`src/rtl/core/apsp_pkg.sv`:
```
// Shared constants, types and helpers for the all-pairs shortest path solver.
package apsp_pkg;

  localparam int NUM_VERTICES = 8;
  localparam int WEIGHT_BITS  = 16;

  localparam int IN_VTX_W    = 3;
  localparam int IN_WEIGHT_W = 16;
  localparam int OUT_DIST_W  = 19;
  localparam int OUT_VTX_W   = 3;

  localparam int VTX_W  = (NUM_VERTICES > 1) ? $clog2(NUM_VERTICES) : 1;
  localparam int CELL_W = 2 * VTX_W;
  localparam int CELLS  = 1 << CELL_W;
  // A simple path uses fewer edges than there are vertices, so this width never overflows.
  localparam int DIST_W = WEIGHT_BITS + VTX_W;

  typedef logic [VTX_W-1:0]       vtx_t;
  typedef logic [CELL_W-1:0]      cell_t;
  typedef logic [DIST_W-1:0]      dist_t;
  typedef logic [WEIGHT_BITS-1:0] weight_t;

  localparam vtx_t VTX_LAST = vtx_t'(NUM_VERTICES - 1);

  typedef enum logic [2:0] {
    REQ_INSERT = 3'd0,
    REQ_REMOVE = 3'd1,
    REQ_DROP_V = 3'd2,
    REQ_SOLVE  = 3'd3,
    REQ_QUERY  = 3'd4
  } req_t;

  typedef enum logic [2:0] {
    ST_IDLE,
    ST_INIT,
    ST_ROW,
    ST_COL,
    ST_QUERY,
    ST_RESP
  } seq_state_t;

  typedef struct packed {
    dist_t cost;
    vtx_t  hop;
  } path_entry_t;

  typedef struct packed {
    logic busy;
    logic init_issue;
    logic row_issue;
    logic col_issue;
    logic cap_row;
    logic query_issue;
    logic resp;
    vtx_t i;
    vtx_t j;
    vtx_t k;
  } seq_ctl_t;

  typedef struct packed {
    logic        upd;
    path_entry_t entry;
  } relax_res_t;

  function automatic vtx_t to_vtx(input logic [IN_VTX_W-1:0] v);
    return vtx_t'(v);
  endfunction

  function automatic cell_t cell_of(input vtx_t r, input vtx_t c);
    return {r, c};
  endfunction

  // Edge weights are symmetric, so only one cell of each pair is stored.
  function automatic cell_t canon_cell(input vtx_t x, input vtx_t y);
    return (x < y) ? {x, y} : {y, x};
  endfunction

endpackage

```
`src/rtl/core/all_pairs_shortest_path_solver.sv`:
```
// Top level of the all-pairs shortest path solver: edge store, path flags and result.
//
// Usage: drive in_req_type, in_vertex_a, in_vertex_b and in_weight and raise start
// while busy is low; the request is taken at that clock edge. Every request gives
// exactly one result, shown on the out_ ports for one cycle with out_strobe high.
// Edge edits and unknown requests go straight to the response state; a query
// first reads the path memory in a query state. A solve first copies the edge
// table into the path memory, one pair per cycle, then walks pivots k and rows
// i and, for rows that reach the pivot, does one relaxation per cycle on the
// shared add-and-compare unit. out_strobe is registered from the response
// state. busy stays high until the result has been formed, and a new request
// may be taken in the cycle that shows the result. The receiver cannot stall,
// so results are never held back. Reset clears the edge and reachability
// flags: nothing is reachable before the first solve.
module all_pairs_shortest_path_solver (
  input  logic                            clk,
  input  logic                            rst_n,
  input  logic                            start,
  output logic                            busy,
  input  logic [2:0]                      in_req_type,
  input  logic [apsp_pkg::IN_VTX_W-1:0]   in_vertex_a,
  input  logic [apsp_pkg::IN_VTX_W-1:0]   in_vertex_b,
  input  logic [apsp_pkg::IN_WEIGHT_W-1:0] in_weight,
  output logic                            out_strobe,
  output logic [apsp_pkg::OUT_DIST_W-1:0] out_distance,
  output logic                            out_reachable,
  output logic [apsp_pkg::OUT_VTX_W-1:0]  out_next_vertex,
  output logic                            out_next_valid
);

  apsp_pkg::seq_ctl_t ctl;
  logic               start_acc;
  apsp_pkg::req_t     req_in;

  logic a_ok;
  logic b_ok;
  apsp_pkg::vtx_t va;
  apsp_pkg::vtx_t vb;

  logic [apsp_pkg::CELLS-1:0] edge_present_r, edge_present_nxt;
  logic [apsp_pkg::CELLS-1:0] path_known_r;
  logic [apsp_pkg::CELLS-1:0] known_init;

  apsp_pkg::weight_t weight_mem [apsp_pkg::CELLS];
  apsp_pkg::weight_t w_rd_r;

  // Request held for the whole of its processing.
  apsp_pkg::req_t req_r;
  apsp_pkg::vtx_t a_r;
  apsp_pkg::vtx_t b_r;
  logic           ok_r;

  // Copy sweep write, in the cycle after the weight read.
  logic           init_v_r;
  apsp_pkg::vtx_t init_i_r;
  apsp_pkg::vtx_t init_j_r;

  // Relaxation stage, in the cycle after the path memory reads.
  logic           rlx_v_r;
  apsp_pkg::vtx_t rlx_i_r;
  apsp_pkg::vtx_t rlx_j_r;
  apsp_pkg::vtx_t rlx_k_r;
  apsp_pkg::path_entry_t row_r;

  apsp_pkg::path_entry_t rd0_data;
  apsp_pkg::path_entry_t rd1_data;
  apsp_pkg::cell_t       rd1_addr;
  apsp_pkg::relax_res_t  rlx;

  logic                  pm_wr_en;
  apsp_pkg::cell_t       pm_wr_addr;
  apsp_pkg::path_entry_t pm_wr_data;

  logic                            out_strobe_r;
  logic [apsp_pkg::OUT_DIST_W-1:0] out_distance_r;
  logic                            out_reachable_r;
  logic [apsp_pkg::OUT_VTX_W-1:0]  out_next_vertex_r;
  logic                            out_next_valid_r;

  logic q_hit;

  assign busy      = ctl.busy;
  assign start_acc = start && !ctl.busy;
  assign req_in    = apsp_pkg::req_t'(in_req_type);
  assign a_ok      = int'(in_vertex_a) < apsp_pkg::NUM_VERTICES;
  assign b_ok      = int'(in_vertex_b) < apsp_pkg::NUM_VERTICES;
  assign va        = apsp_pkg::to_vtx(in_vertex_a);
  assign vb        = apsp_pkg::to_vtx(in_vertex_b);

  apsp_seq u_seq (
    .clk       (clk),
    .rst_n     (rst_n),
    .start_acc (start_acc),
    .req       (req_in),
    .known_ik  (path_known_r[apsp_pkg::cell_of(ctl.i, ctl.k)]),
    .ctl       (ctl)
  );

  // Edge flag edits; a vertex removal clears its whole row and column.
  always_comb begin
    edge_present_nxt = edge_present_r;
    if (start_acc) begin
      case (req_in)
        apsp_pkg::REQ_INSERT: begin
          if (a_ok && b_ok && va != vb) begin
            edge_present_nxt[apsp_pkg::cell_of(va, vb)] = 1'b1;
            edge_present_nxt[apsp_pkg::cell_of(vb, va)] = 1'b1;
          end
        end
        apsp_pkg::REQ_REMOVE: begin
          if (a_ok && b_ok && va != vb) begin
            edge_present_nxt[apsp_pkg::cell_of(va, vb)] = 1'b0;
            edge_present_nxt[apsp_pkg::cell_of(vb, va)] = 1'b0;
          end
        end
        apsp_pkg::REQ_DROP_V: begin
          if (a_ok) begin
            for (int c = 0; c < apsp_pkg::CELLS; c++) begin
              if (apsp_pkg::vtx_t'(c >> apsp_pkg::VTX_W) == va ||
                  apsp_pkg::vtx_t'(c) == va) begin
                edge_present_nxt[c] = 1'b0;
              end
            end
          end
        end
        default: edge_present_nxt = edge_present_r;
      endcase
    end
  end

  // At the start of a solve every vertex reaches itself and its direct neighbours.
  always_comb begin
    for (int c = 0; c < apsp_pkg::CELLS; c++) begin
      known_init[c] = edge_present_r[c] ||
                      ((apsp_pkg::vtx_t'(c >> apsp_pkg::VTX_W) == apsp_pkg::vtx_t'(c)) &&
                       ((c >> apsp_pkg::VTX_W) < apsp_pkg::NUM_VERTICES));
    end
  end

  always_ff @(posedge clk) begin
    if (!rst_n) begin
      edge_present_r <= '0;
      path_known_r   <= '0;
    end else begin
      edge_present_r <= edge_present_nxt;
      if (start_acc && req_in == apsp_pkg::REQ_SOLVE) begin
        path_known_r <= known_init;
      end else if (rlx.upd) begin
        path_known_r[apsp_pkg::cell_of(rlx_i_r, rlx_j_r)] <= 1'b1;
      end
    end
  end

  always_ff @(posedge clk) begin
    if (start_acc && req_in == apsp_pkg::REQ_INSERT && a_ok && b_ok && va != vb) begin
      weight_mem[apsp_pkg::canon_cell(va, vb)] <= apsp_pkg::weight_t'(in_weight);
    end
    if (ctl.init_issue) begin
      w_rd_r <= weight_mem[apsp_pkg::canon_cell(ctl.i, ctl.j)];
    end
  end

  always_ff @(posedge clk) begin
    if (start_acc) begin
      req_r <= req_in;
      a_r   <= va;
      b_r   <= vb;
      ok_r  <= a_ok && b_ok;
    end
  end

  always_ff @(posedge clk) begin
    if (!rst_n) begin
      init_v_r <= 1'b0;
      rlx_v_r  <= 1'b0;
    end else begin
      init_v_r <= ctl.init_issue;
      rlx_v_r  <= ctl.col_issue;
    end
  end

  always_ff @(posedge clk) begin
    init_i_r <= ctl.i;
    init_j_r <= ctl.j;
    rlx_i_r  <= ctl.i;
    rlx_j_r  <= ctl.j;
    rlx_k_r  <= ctl.k;
    if (ctl.cap_row) begin
      row_r <= rd1_data;
    end
  end

  always_comb begin
    if (ctl.query_issue) begin
      rd1_addr = apsp_pkg::cell_of(a_r, b_r);
    end else if (ctl.row_issue) begin
      rd1_addr = apsp_pkg::cell_of(ctl.i, ctl.k);
    end else begin
      rd1_addr = apsp_pkg::cell_of(ctl.i, ctl.j);
    end
  end

  apsp_relax u_relax (
    .active   (rlx_v_r),
    .diag     (rlx_i_r == rlx_j_r),
    .known_kj (path_known_r[apsp_pkg::cell_of(rlx_k_r, rlx_j_r)]),
    .known_ij (path_known_r[apsp_pkg::cell_of(rlx_i_r, rlx_j_r)]),
    .ik       (row_r),
    .kj       (rd0_data),
    .ij       (rd1_data),
    .res      (rlx)
  );

  always_comb begin
    pm_wr_en   = init_v_r || rlx.upd;
    pm_wr_addr = apsp_pkg::cell_of(rlx_i_r, rlx_j_r);
    pm_wr_data = rlx.entry;
    if (init_v_r) begin
      pm_wr_addr      = apsp_pkg::cell_of(init_i_r, init_j_r);
      pm_wr_data.hop  = init_j_r;
      pm_wr_data.cost = (init_i_r == init_j_r) ? '0 : apsp_pkg::dist_t'(w_rd_r);
    end
  end

  apsp_path_mem u_path_mem (
    .clk      (clk),
    .wr_en    (pm_wr_en),
    .wr_addr  (pm_wr_addr),
    .wr_data  (pm_wr_data),
    .rd0_en   (ctl.col_issue),
    .rd0_addr (apsp_pkg::cell_of(ctl.k, ctl.j)),
    .rd0_data (rd0_data),
    .rd1_en   (ctl.row_issue || ctl.col_issue || ctl.query_issue),
    .rd1_addr (rd1_addr),
    .rd1_data (rd1_data)
  );

  assign q_hit = (req_r == apsp_pkg::REQ_QUERY) && ok_r &&
                 path_known_r[apsp_pkg::cell_of(a_r, b_r)];

  always_ff @(posedge clk) begin
    if (!rst_n) begin
      out_strobe_r <= 1'b0;
    end else begin
      out_strobe_r <= ctl.resp;
    end
  end

  always_ff @(posedge clk) begin
    if (ctl.resp) begin
      out_distance_r    <= q_hit ? apsp_pkg::OUT_DIST_W'(rd1_data.cost) : '0;
      out_reachable_r   <= q_hit;
      out_next_vertex_r <= (q_hit && a_r != b_r) ? apsp_pkg::OUT_VTX_W'(rd1_data.hop) : '0;
      out_next_valid_r  <= q_hit && (a_r != b_r);
    end
  end

  assign out_strobe      = out_strobe_r;
  assign out_distance    = out_distance_r;
  assign out_reachable   = out_reachable_r;
  assign out_next_vertex = out_next_vertex_r;
  assign out_next_valid  = out_next_valid_r;

  // The copy sweep and the relaxation walk must never share the write port.
  a_no_write_clash: assert property (@(posedge clk) disable iff (!rst_n)
    !(init_v_r && rlx_v_r))
    else $error("copy sweep and relaxation both write the path memory");

  // A relaxation never rewrites the distance of a vertex to itself.
  a_no_diag_update: assert property (@(posedge clk) disable iff (!rst_n)
    rlx.upd |-> (rlx_i_r != rlx_j_r))
    else $error("relaxation updated a same-vertex pair");

  // Each result follows a cycle in which the block was still busy with its request.
  a_strobe_after_busy: assert property (@(posedge clk) disable iff (!rst_n)
    out_strobe |-> $past(busy))
    else $error("result shown without a request in progress");

  // A taken request always makes the block busy in the next cycle.
  a_busy_after_start: assert property (@(posedge clk) disable iff (!rst_n)
    (start && !busy) |=> busy)
    else $error("request taken but block not busy");

endmodule

```
`src/rtl/core/apsp_path_mem.sv`:
```
// Path table memory: distance and next hop per vertex pair, two read ports.
module apsp_path_mem (
  input  logic                 clk,
  input  logic                 wr_en,
  input  apsp_pkg::cell_t      wr_addr,
  input  apsp_pkg::path_entry_t wr_data,
  input  logic                 rd0_en,
  input  apsp_pkg::cell_t      rd0_addr,
  output apsp_pkg::path_entry_t rd0_data,
  input  logic                 rd1_en,
  input  apsp_pkg::cell_t      rd1_addr,
  output apsp_pkg::path_entry_t rd1_data
);

  apsp_pkg::path_entry_t mem [apsp_pkg::CELLS];
  apsp_pkg::path_entry_t rd0_r;
  apsp_pkg::path_entry_t rd1_r;

  always_ff @(posedge clk) begin
    if (wr_en) begin
      mem[wr_addr] <= wr_data;
    end
    if (rd0_en) begin
      rd0_r <= mem[rd0_addr];
    end
    if (rd1_en) begin
      rd1_r <= mem[rd1_addr];
    end
  end

  assign rd0_data = rd0_r;
  assign rd1_data = rd1_r;

endmodule

```
`src/rtl/core/apsp_relax.sv`:
```
// Shared relaxation unit: one add and one compare for a single pair.
module apsp_relax (
  input  logic                  active,
  input  logic                  diag,
  input  logic                  known_kj,
  input  logic                  known_ij,
  input  apsp_pkg::path_entry_t ik,
  input  apsp_pkg::path_entry_t kj,
  input  apsp_pkg::path_entry_t ij,
  output apsp_pkg::relax_res_t  res
);

  logic [apsp_pkg::DIST_W:0] via;
  logic                      shorter;

  assign via     = {1'b0, ik.cost} + {1'b0, kj.cost};
  assign shorter = !known_ij || ({1'b0, ij.cost} > via);

  always_comb begin
    res.upd        = active && !diag && known_kj && shorter;
    res.entry.cost = apsp_pkg::DIST_W'(via);
    res.entry.hop  = ik.hop;
  end

endmodule

```
`src/rtl/core/apsp_seq.sv`:
```
// Sequencer: request dispatch, table copy sweep and the k/i/j relaxation walk.
module apsp_seq (
  input  logic               clk,
  input  logic               rst_n,
  input  logic               start_acc,
  input  apsp_pkg::req_t     req,
  input  logic               known_ik,
  output apsp_pkg::seq_ctl_t ctl
);

  apsp_pkg::seq_state_t state_r, state_nxt;
  apsp_pkg::vtx_t       i_r, i_nxt;
  apsp_pkg::vtx_t       j_r, j_nxt;
  apsp_pkg::vtx_t       k_r, k_nxt;

  logic i_last;
  logic j_last;
  logic k_last;

  assign i_last = (i_r == apsp_pkg::VTX_LAST);
  assign j_last = (j_r == apsp_pkg::VTX_LAST);
  assign k_last = (k_r == apsp_pkg::VTX_LAST);

  always_ff @(posedge clk) begin
    if (!rst_n) begin
      state_r <= apsp_pkg::ST_IDLE;
      i_r     <= '0;
      j_r     <= '0;
      k_r     <= '0;
    end else begin
      state_r <= state_nxt;
      i_r     <= i_nxt;
      j_r     <= j_nxt;
      k_r     <= k_nxt;
    end
  end

  always_comb begin
    state_nxt = state_r;
    i_nxt     = i_r;
    j_nxt     = j_r;
    k_nxt     = k_r;
    case (state_r)
      apsp_pkg::ST_IDLE: begin
        i_nxt = '0;
        j_nxt = '0;
        k_nxt = '0;
        if (start_acc) begin
          case (req)
            apsp_pkg::REQ_SOLVE: state_nxt = apsp_pkg::ST_INIT;
            apsp_pkg::REQ_QUERY: state_nxt = apsp_pkg::ST_QUERY;
            default:             state_nxt = apsp_pkg::ST_RESP;
          endcase
        end
      end
      apsp_pkg::ST_INIT: begin
        if (j_last) begin
          j_nxt = '0;
          if (i_last) begin
            i_nxt     = '0;
            state_nxt = apsp_pkg::ST_ROW;
          end else begin
            i_nxt = i_r + 1'b1;
          end
        end else begin
          j_nxt = j_r + 1'b1;
        end
      end
      apsp_pkg::ST_ROW, apsp_pkg::ST_COL: begin
        // A row is walked only when vertex i already reaches the pivot k.
        if (state_r == apsp_pkg::ST_ROW && known_ik) begin
          j_nxt     = '0;
          state_nxt = apsp_pkg::ST_COL;
        end else if (state_r == apsp_pkg::ST_COL && !j_last) begin
          j_nxt = j_r + 1'b1;
        end else if (i_last) begin
          i_nxt = '0;
          if (k_last) begin
            state_nxt = apsp_pkg::ST_RESP;
          end else begin
            k_nxt     = k_r + 1'b1;
            state_nxt = apsp_pkg::ST_ROW;
          end
        end else begin
          i_nxt     = i_r + 1'b1;
          state_nxt = apsp_pkg::ST_ROW;
        end
      end
      apsp_pkg::ST_QUERY: state_nxt = apsp_pkg::ST_RESP;
      apsp_pkg::ST_RESP:  state_nxt = apsp_pkg::ST_IDLE;
      default:            state_nxt = apsp_pkg::ST_IDLE;
    endcase
  end

  always_comb begin
    ctl      = '0;
    ctl.busy = (state_r != apsp_pkg::ST_IDLE);
    ctl.i    = i_r;
    ctl.j    = j_r;
    ctl.k    = k_r;
    case (state_r)
      apsp_pkg::ST_INIT:  ctl.init_issue = 1'b1;
      apsp_pkg::ST_ROW:   ctl.row_issue  = known_ik;
      apsp_pkg::ST_COL: begin
        ctl.col_issue = 1'b1;
        ctl.cap_row   = (j_r == '0);
      end
      apsp_pkg::ST_QUERY: ctl.query_issue = 1'b1;
      apsp_pkg::ST_RESP:  ctl.resp        = 1'b1;
      default:            ctl.busy        = (state_r != apsp_pkg::ST_IDLE);
    endcase
  end

endmodule

```
`config.mk`:
```
export PLATFORM = sky130hd
export DESIGN_NAME = all_pairs_shortest_path_solver
export DESIGN_NICKNAME = d
export VERILOG_FILES = /design/src/rtl/core/apsp_pkg.sv /design/src/rtl/core/all_pairs_shortest_path_solver.sv /design/src/rtl/core/apsp_path_mem.sv /design/src/rtl/core/apsp_relax.sv /design/src/rtl/core/apsp_seq.sv
export SDC_FILE = /design/constraint.sdc
export NUM_CORES = 2
export LEC_CHECK = 0
export BUFFER_PORTS_ARGS = -buffer_cell sky130_fd_sc_hd__buf_2
export CAP_MARGIN = 40
export CORE_MARGIN = 2
export CORE_UTILIZATION = 30
export DETAILED_ROUTE_END_ITERATION = 10
export PLACE_DENSITY = 0.44
export RECOVER_POWER = 25
export SLEW_MARGIN = 20
export SYNTH_ARGS = -nofsm -noshare
export SYNTH_HDL_FRONTEND = slang
export SYNTH_SLANG_ARGS = --single-unit
```
`constraint.sdc`:
```
create_clock -name clk -period 14.1 [get_ports clk]
set_input_delay 3.525 -clock clk [delete_from_list [all_inputs] [get_ports clk]]
set_output_delay 3.525 -clock clk [all_outputs]
set_load 0.02 [all_outputs]
```
After elaboration in Yosys (flattened, before gate mapping)
Memories as Yosys holds them, arrays and structs flattened. A register that Yosys moved wholly into a read port is not among the register bits.
Cells that the tools add are included.
- $add $sub $neg: 4
- magnitude comparators: 12
- equality and inequality tests: 70
- muxes and demuxes: 93
- bitwise operators: 7
- reductions and logical operators: 100
- operator list (operator ; number):
    $mux 64 ; 4
    $or 64x64->64 ; 3
    $pmux 64 s3 ; 1
    $reduce_and 5->1 ; 37
    $and 64x64->64 ; 2
    $not 64->64 ; 2
    $ne 2x2->1 const B ; 42
    $mux 3 ; 19
    $mux 1 ; 51
    $lt 6x7->1 const B ; 6
    $logic_or 1x1->1 ; 32
    $bmux 1 s6 ; 4
    $mux 22 ; 1
    $eq 3x3->1 const B ; 7
    $add 19x19->20 ; 1
    $gt 19x20->1 ; 1
    $demux 1 s6 ; 3
    $ge 6x1->1 const B ; 3
    $mux 6 ; 3
    $pmux 3 s3 ; 2
    $mux 16 ; 1
    $logic_and 1x1->1 ; 14
    $eq 3x2->1 const B ; 4
    $eq 3x3->1 const A ; 4
    other kinds (20) ; 39
- bits in registers: 207
- bits in writable memories: 2432
- bits of input ports: 28
- output and inout bits: 26
- memories: 2
- memories (name ; depth ; bits a word ; read ports ; clocked after Yosys merged registers in ; wr ports ; line ; source):
    u_path_mem.mem ; 64 ; 22 ; 2 ; 2 ; 1 ; apsp_path_mem.sv:15 ; apsp_pkg::path_entry_t mem [apsp_pkg::CELLS];
    weight_mem ; 64 ; 16 ; 1 ; 1 ; 1 ; all_pairs_shortest_path_solver.sv:44 ; apsp_pkg::weight_t weight_mem [apsp_pkg::CELLS];

Depth between registers and ports, before layout
- depth after elaboration: 9
- gate-level depth with buffers: 24

By module
From an unflattened synthesis, not the netlist that was laid out.
- cells, all modules: 7703
- area total of the unflattened synthesis: 120749.6 µm²
- by module, submodules not included (module ; times used ; cells an instance ; area an instance (µm²) ; seq. area each (µm²)):
    apsp_path_mem ; 1 ; 3494 ; 67144.4 ; 43601.8
    all_pairs_shortest_path_solver ; 1 ; 3907 ; 51160.3 ; 35524.1
    apsp_relax ; 1 ; 205 ; 1601.5 ; 0.0
    apsp_seq ; 1 ; 97 ; 843.3 ; 240.2

Worst setup path after synthesis
OpenSTA, ideal clock, no wires.
- kind: input port to flip-flop
- start point: in in_vertex_b[1] (netlist bit)
- end point: mem weight_mem[13][0] (netlist bit) (enable)
- library setup time: 389 ps
- data arrival time: 6032 ps
- setup slack: 7680 ps
- stages on the path: 9
- path buffers: 1
- cell sequence: clkinv_1 > ha_1 > a21oi_1 > nor2_1 > nor2_1 > mux2i_1 > or3_1 > clkbuf_1 > nor2_1
- cells in the longest elaborated chain, start to end: 4
- elaborated cells between the ends (all ways): 6
- classes of those cells: 1 x order compare; 1 x eq/ne; 3 x mux; 1 x reduce/logical
- ends and longest elaborated chain (what ; line ; source):
    start: declaration ; all_pairs_shortest_path_solver.sv:22 ; input logic [apsp_pkg::IN_VTX_W-1:0] in_vertex_b,
    $ne 3x3->1 ; all_pairs_shortest_path_solver.sv:155 ; if (start_acc && req_in == apsp_pkg::REQ_INSERT && a_ok && b_ok && va != vb) begin
    $logic_and 1x1->1 ; all_pairs_shortest_path_solver.sv:155 ;
    $mux 1 ; all_pairs_shortest_path_solver.sv:155 ;
    $mux 1 (not written as such) ; all_pairs_shortest_path_solver.sv:156 ; weight_mem[apsp_pkg::canon_cell(va, vb)] <= apsp_pkg::weight_t'(in_weight);
    end: declaration ; all_pairs_shortest_path_solver.sv:44 ;
Parallel ways exist; a longest one is shown, timed or not.

Worst setup path after layout
- start point: reg u_seq.k_r[2]
- end point: reg, netlist name u_path_mem.rd1_data[17]
- cells in the longest elaborated chain, start to end: 5
- elaborated cells between the ends (all ways): 7
- classes of those cells: 5 x mux; 2 x reduce/logical
- ends and longest elaborated chain (what ; line ; source):
    start: declaration ; apsp_seq.sv:14 ; apsp_pkg::vtx_t k_r, k_nxt;
    start signal: assignment ; apsp_seq.sv:34 ; k_r <= k_nxt;
    $bmux 1 s6 ; all_pairs_shortest_path_solver.sv:95 ; .known_ik (path_known_r[apsp_pkg::cell_of(ctl.i, ctl.k)]),
    $mux 1 (not written as such) ; all_pairs_shortest_path_solver.sv:95 ;
    $mux 1 ; apsp_seq.sv:101 ; case (state_r)
    $mux 3 / $logic_or 1x1->1 (equally long branches) ; all_pairs_shortest_path_solver.sv:196, all_pairs_shortest_path_solver.sv:233 ;
    $mux 6 / $logic_or 1x1->1 (equally long branches) ; all_pairs_shortest_path_solver.sv:194, all_pairs_shortest_path_solver.sv:233 ;
Parallel ways exist; a longest one is shown, timed or not. The select of a mux whose other input is x is not followed.
A chain may end at the register's enable or synchronous reset.

==> results.tsv <==
metric	value	unit
synthesis-stage register bit count	2688	
mean post-synth cell area	16.4	sq um
Tot GR Track Use	0.213	
Die X	628	um
WP data required	14.71	ns
row cnt	229	
hold path start	edge_present_r[32]$_SDFFE_PN0P_	
critical path class	reg -> reg	
routed vias	71600	
die height	628	um
Crit. End Element	register	
initial antenna violation count	81	
Syn-to-layout area delta	16.4	%
die area	395000	sq um
commonest non-fill, non-tap cells in the layout	edfxtp_1 (2,544), nand2_1 (867), mux4_2 (760), a21oi_1 (452), clkbuf_16 (303)	
CTS clock-pin slew for the worst setup and hold paths	0.06	ns
FF-to-FF setup slack	5.87	ns
Worst setup SP type	register	
total of max-cap violations	42	
root buffer cell	clkbuf_16	
Worst IR Drop VDD	0.127	mV
Seq pwr share	0.423	
Syn Inst Count	7140	
CTS tree	done	
worst-case reg-to-reg path depth	15	
Fmax	121	MHz
CP max-delay cell	clkbuf_1	
core area	389000	sq um
Placed Instances	12200	
Setup Skew	0.0666	ns
grt ovf	0	
IO Count	54	
WHS Endpoint	edge_present_r[32]$_SDFFE_PN0P_	
first-pass detailed-route iteration total	5	
final wirelength	434	mm
switching share of total power	0.301	
largest net degree at the start of global routing	145	
post-CTS setup buffer count	0	
power density cells	158	nW/um^2
clock share of power	0.365	
worst skew pair latency	0.90	ns
failing checks	max-capacitance violations, max-slew violations	
dpl hpwl	295	mm
CP arrival	8.84	ns
hold depth	2	
Slew @ Worst Pin	3.95	ns
initial core utilization	0.301	
Pins Over Slew Limit	1594	
number of global-route vias before repair	68200	
PortBufs	53	
Final Power	21.5	mW
fin area	136000	sq um
RSZ-0062 raised after global routing	false	
Post-synth EDFFs	2544	
R2R Path Start	u_seq.k_r[2]$_SDFFE_PN0P_	
RR Endpoint	u_path_mem.rd1_data[17]$_DFFE_PP_	
Finish-stage setup viols	0	
placed cell area	126000	sq um
Remaining DRCs	0	
1st-iter DRT viols	10400	
final layout net count	7461	
layout cells sized above 1	0.240	
Power Internal	15.0	mW
Seq. cell area	79300	sq um
commonest non-fill, non-tap cell in the layout	edfxtp_1	
Sw Pwr	6.45	mW
post-CTS sizing	0	
sequential share of the synthesized area	0.678	
Syn Nets	7223	
first-pass GRT wire length	590	mm
fill cell count	36900	
Netlist Area Pre-Place	117000	sq um
Worst Hold Class	reg -> reg	
Logic pwr share	0.213	
Vias per Instance	5.59	
Clock Tree Buf Depth	4	
GP Congestion	0.888	
CP top delay family	buffers and inverters	
Sum Neg Setup Slack	0	ns
final non-filler cell total	12800	
leakage power	42.8	nW
Crit path largest cell delay	2.25	ns
most used cell, CP	buf_4	
DRT antenna net count	0	
CP Buf/Inv Count	6	
Yosys cell types	80	
Final Cycle Share	0.584	
Yosys warnings	0	
status	finished with violations	
H-tree lvl count	5	
crit path time final	8.23	ns
Post-synth ARST share	0	
Fin. Hold Viols	0	
Wirelength per Cell	33.8	um
crit path cell chain	clkbuf_1 -> or2_2 -> nor3_2 -> o311ai_0 -> a211oi_1 -> nor3_2 -> buf_4 -> buf_4 -> buf_4 -> buf_4 -> mux2i_1 -> o22ai_1 -> a311oi_1 -> buf_4 -> nand4_1	
Num CTS Buffers	295	
clk sink count	2688	
Max Fanout on Critical Path	52	
# hold bufs at CTS	0	
relative slew slack	-1.63	
Multi-input gate area	36500	sq um
Top FF cell, synth	edfxtp_1	
## logic make-up (layout without fill, tap and decap cells)
family	count (synthesis)	count (layout)	share of synthesized area
simple gates	1691	1691	0.0644
compound gates	1045	1045	0.0550
mux	1095	1095	0.176
xor+xnor	24	24	0.00180
flops	2688	2688	0.678
fa+ha+maj	55	55	0.00595
other cells	0	13	0
buf+inv	542	1009	0.0194
## routing by layer
| metal | wire length [um] | up-vias | track usage |
|---|---|---|---|
| met5 | 75 | - | 0 |
| met4 | 14400 | 12 | 0.0589 |
| met3 | 45300 | 488 | 0.0560 |
| met2 | 180000 | 3617 | 0.300 |
| met1 | 193000 | 38300 | 0.321 |
| li1 | - | 29200 | - |
## stage by stage
stage / util / worst slack, ns / hold slack (ns)
final: 0.350 / 5.87 / 0.459
after global routing: 0.350 / 5.24 / 0.481
after CTS: 0.350 / 6.70 / 0.458
after detailed placement: 0.325 / 5.79 / 0.447
after global placement: 0.321 / 5.27 / 0.443
after floorplan: - / 7.68 / 0.353
## power by group through the flow
stage          registers [mW]  clock network [mW]  logic, mW
2_1_floorplan            9.14                   0       2.55
3_3_place_gp             9.22                   0       4.38
3_5_place_dp             9.22                   0       4.48
4_1_cts                  9.05                7.98       4.49
5_1_grt                  9.07                8.28       4.77
6_report                 9.06                7.82       4.57
## flip-flops by register name, indices dropped and copies added, names as in the netlist, 3 cells and up
name and count:
rlx_i_r 3, rlx_j_r 3, u_path_mem.mem 1408, rlx_k_r 3, req_r 3, w_rd_r 16
path_known_r 64, u_seq.k_r 3, a_r 3, u_path_mem.rd1_data 22, row_r 22, out_next_vertex 3
out_distance 19, u_seq.j_r 3, edge_present_r 56, b_r 3, u_seq.i_r 3, u_path_mem.rd0_data 19
weight_mem 1024, u_seq.state_r 3
## tightest hold or removal path, cell delays in order, from the launching register on
cell and delay (ns):
dfxtp_1 0.31, inv_1 0.05, a21oi_1 0.05
## layout make-up
| cell class | count | share of cell area |
|---|---|---|
| flip-flops and latches | 2688 | 0.582 |
| multi-input cells | 3910 | 0.268 |
| clock buffers | 365 | 0.0576 |
| well taps | 5197 | 0.0478 |
| repair buffers | 451 | 0.0305 |
| clock inverters | 161 | 0.0126 |
| inverters | 32 | 0.000882 |
| diodes | 13 | 0.000239 |
## cell usage after synthesis, drive strengths merged (31+ instances only)
cell type | count | area [sq um]
a22oi | 50 | 375
o22ai | 117 | 738
clkbuf | 293 | 1100
and2 | 35 | 219
a21o | 31 | 233
dfxtp | 144 | 2880
buf | 217 | 1050
mux2 | 49 | 552
nand2 | 870 | 3270
and3 | 35 | 219
nor3 | 93 | 492
mux2i | 286 | 2860
a21oi | 456 | 2280
nor2 | 212 | 798
ha | 54 | 676
nor4 | 53 | 359
mux4 | 760 | 17100
a311oi | 36 | 315
nand3 | 269 | 1350
o21ai | 152 | 761
edfxtp | 2544 | 76400
a41oi | 42 | 368
## how the worst max path moves through the flow
stage	slack [ns]	endpoint	cells past startpoint	start
2_1_floorplan	7.68	weight_mem[13][0]$_DFFE_PP_	9	in_vertex_b[1]
4_1_cts	6.70	weight_mem[41][2]$_DFFE_PP_	10	in_vertex_b[1]
5_1_grt	5.24	w_rd_r[5]$_DFFE_PP_	15	u_seq.j_r[1]$_SDFFE_PN0P_
6_report	5.87	u_path_mem.rd1_data[17]$_DFFE_PP_	15	u_seq.k_r[2]$_SDFFE_PN0P_
3_3_place_gp	5.27	weight_mem[49][1]$_DFFE_PP_	10	in_vertex_b[1]
3_5_place_dp	5.79	weight_mem[41][11]$_DFFE_PP_	10	in_vertex_b[1]
No activity file was read; power rests on OpenSTA's default activity.
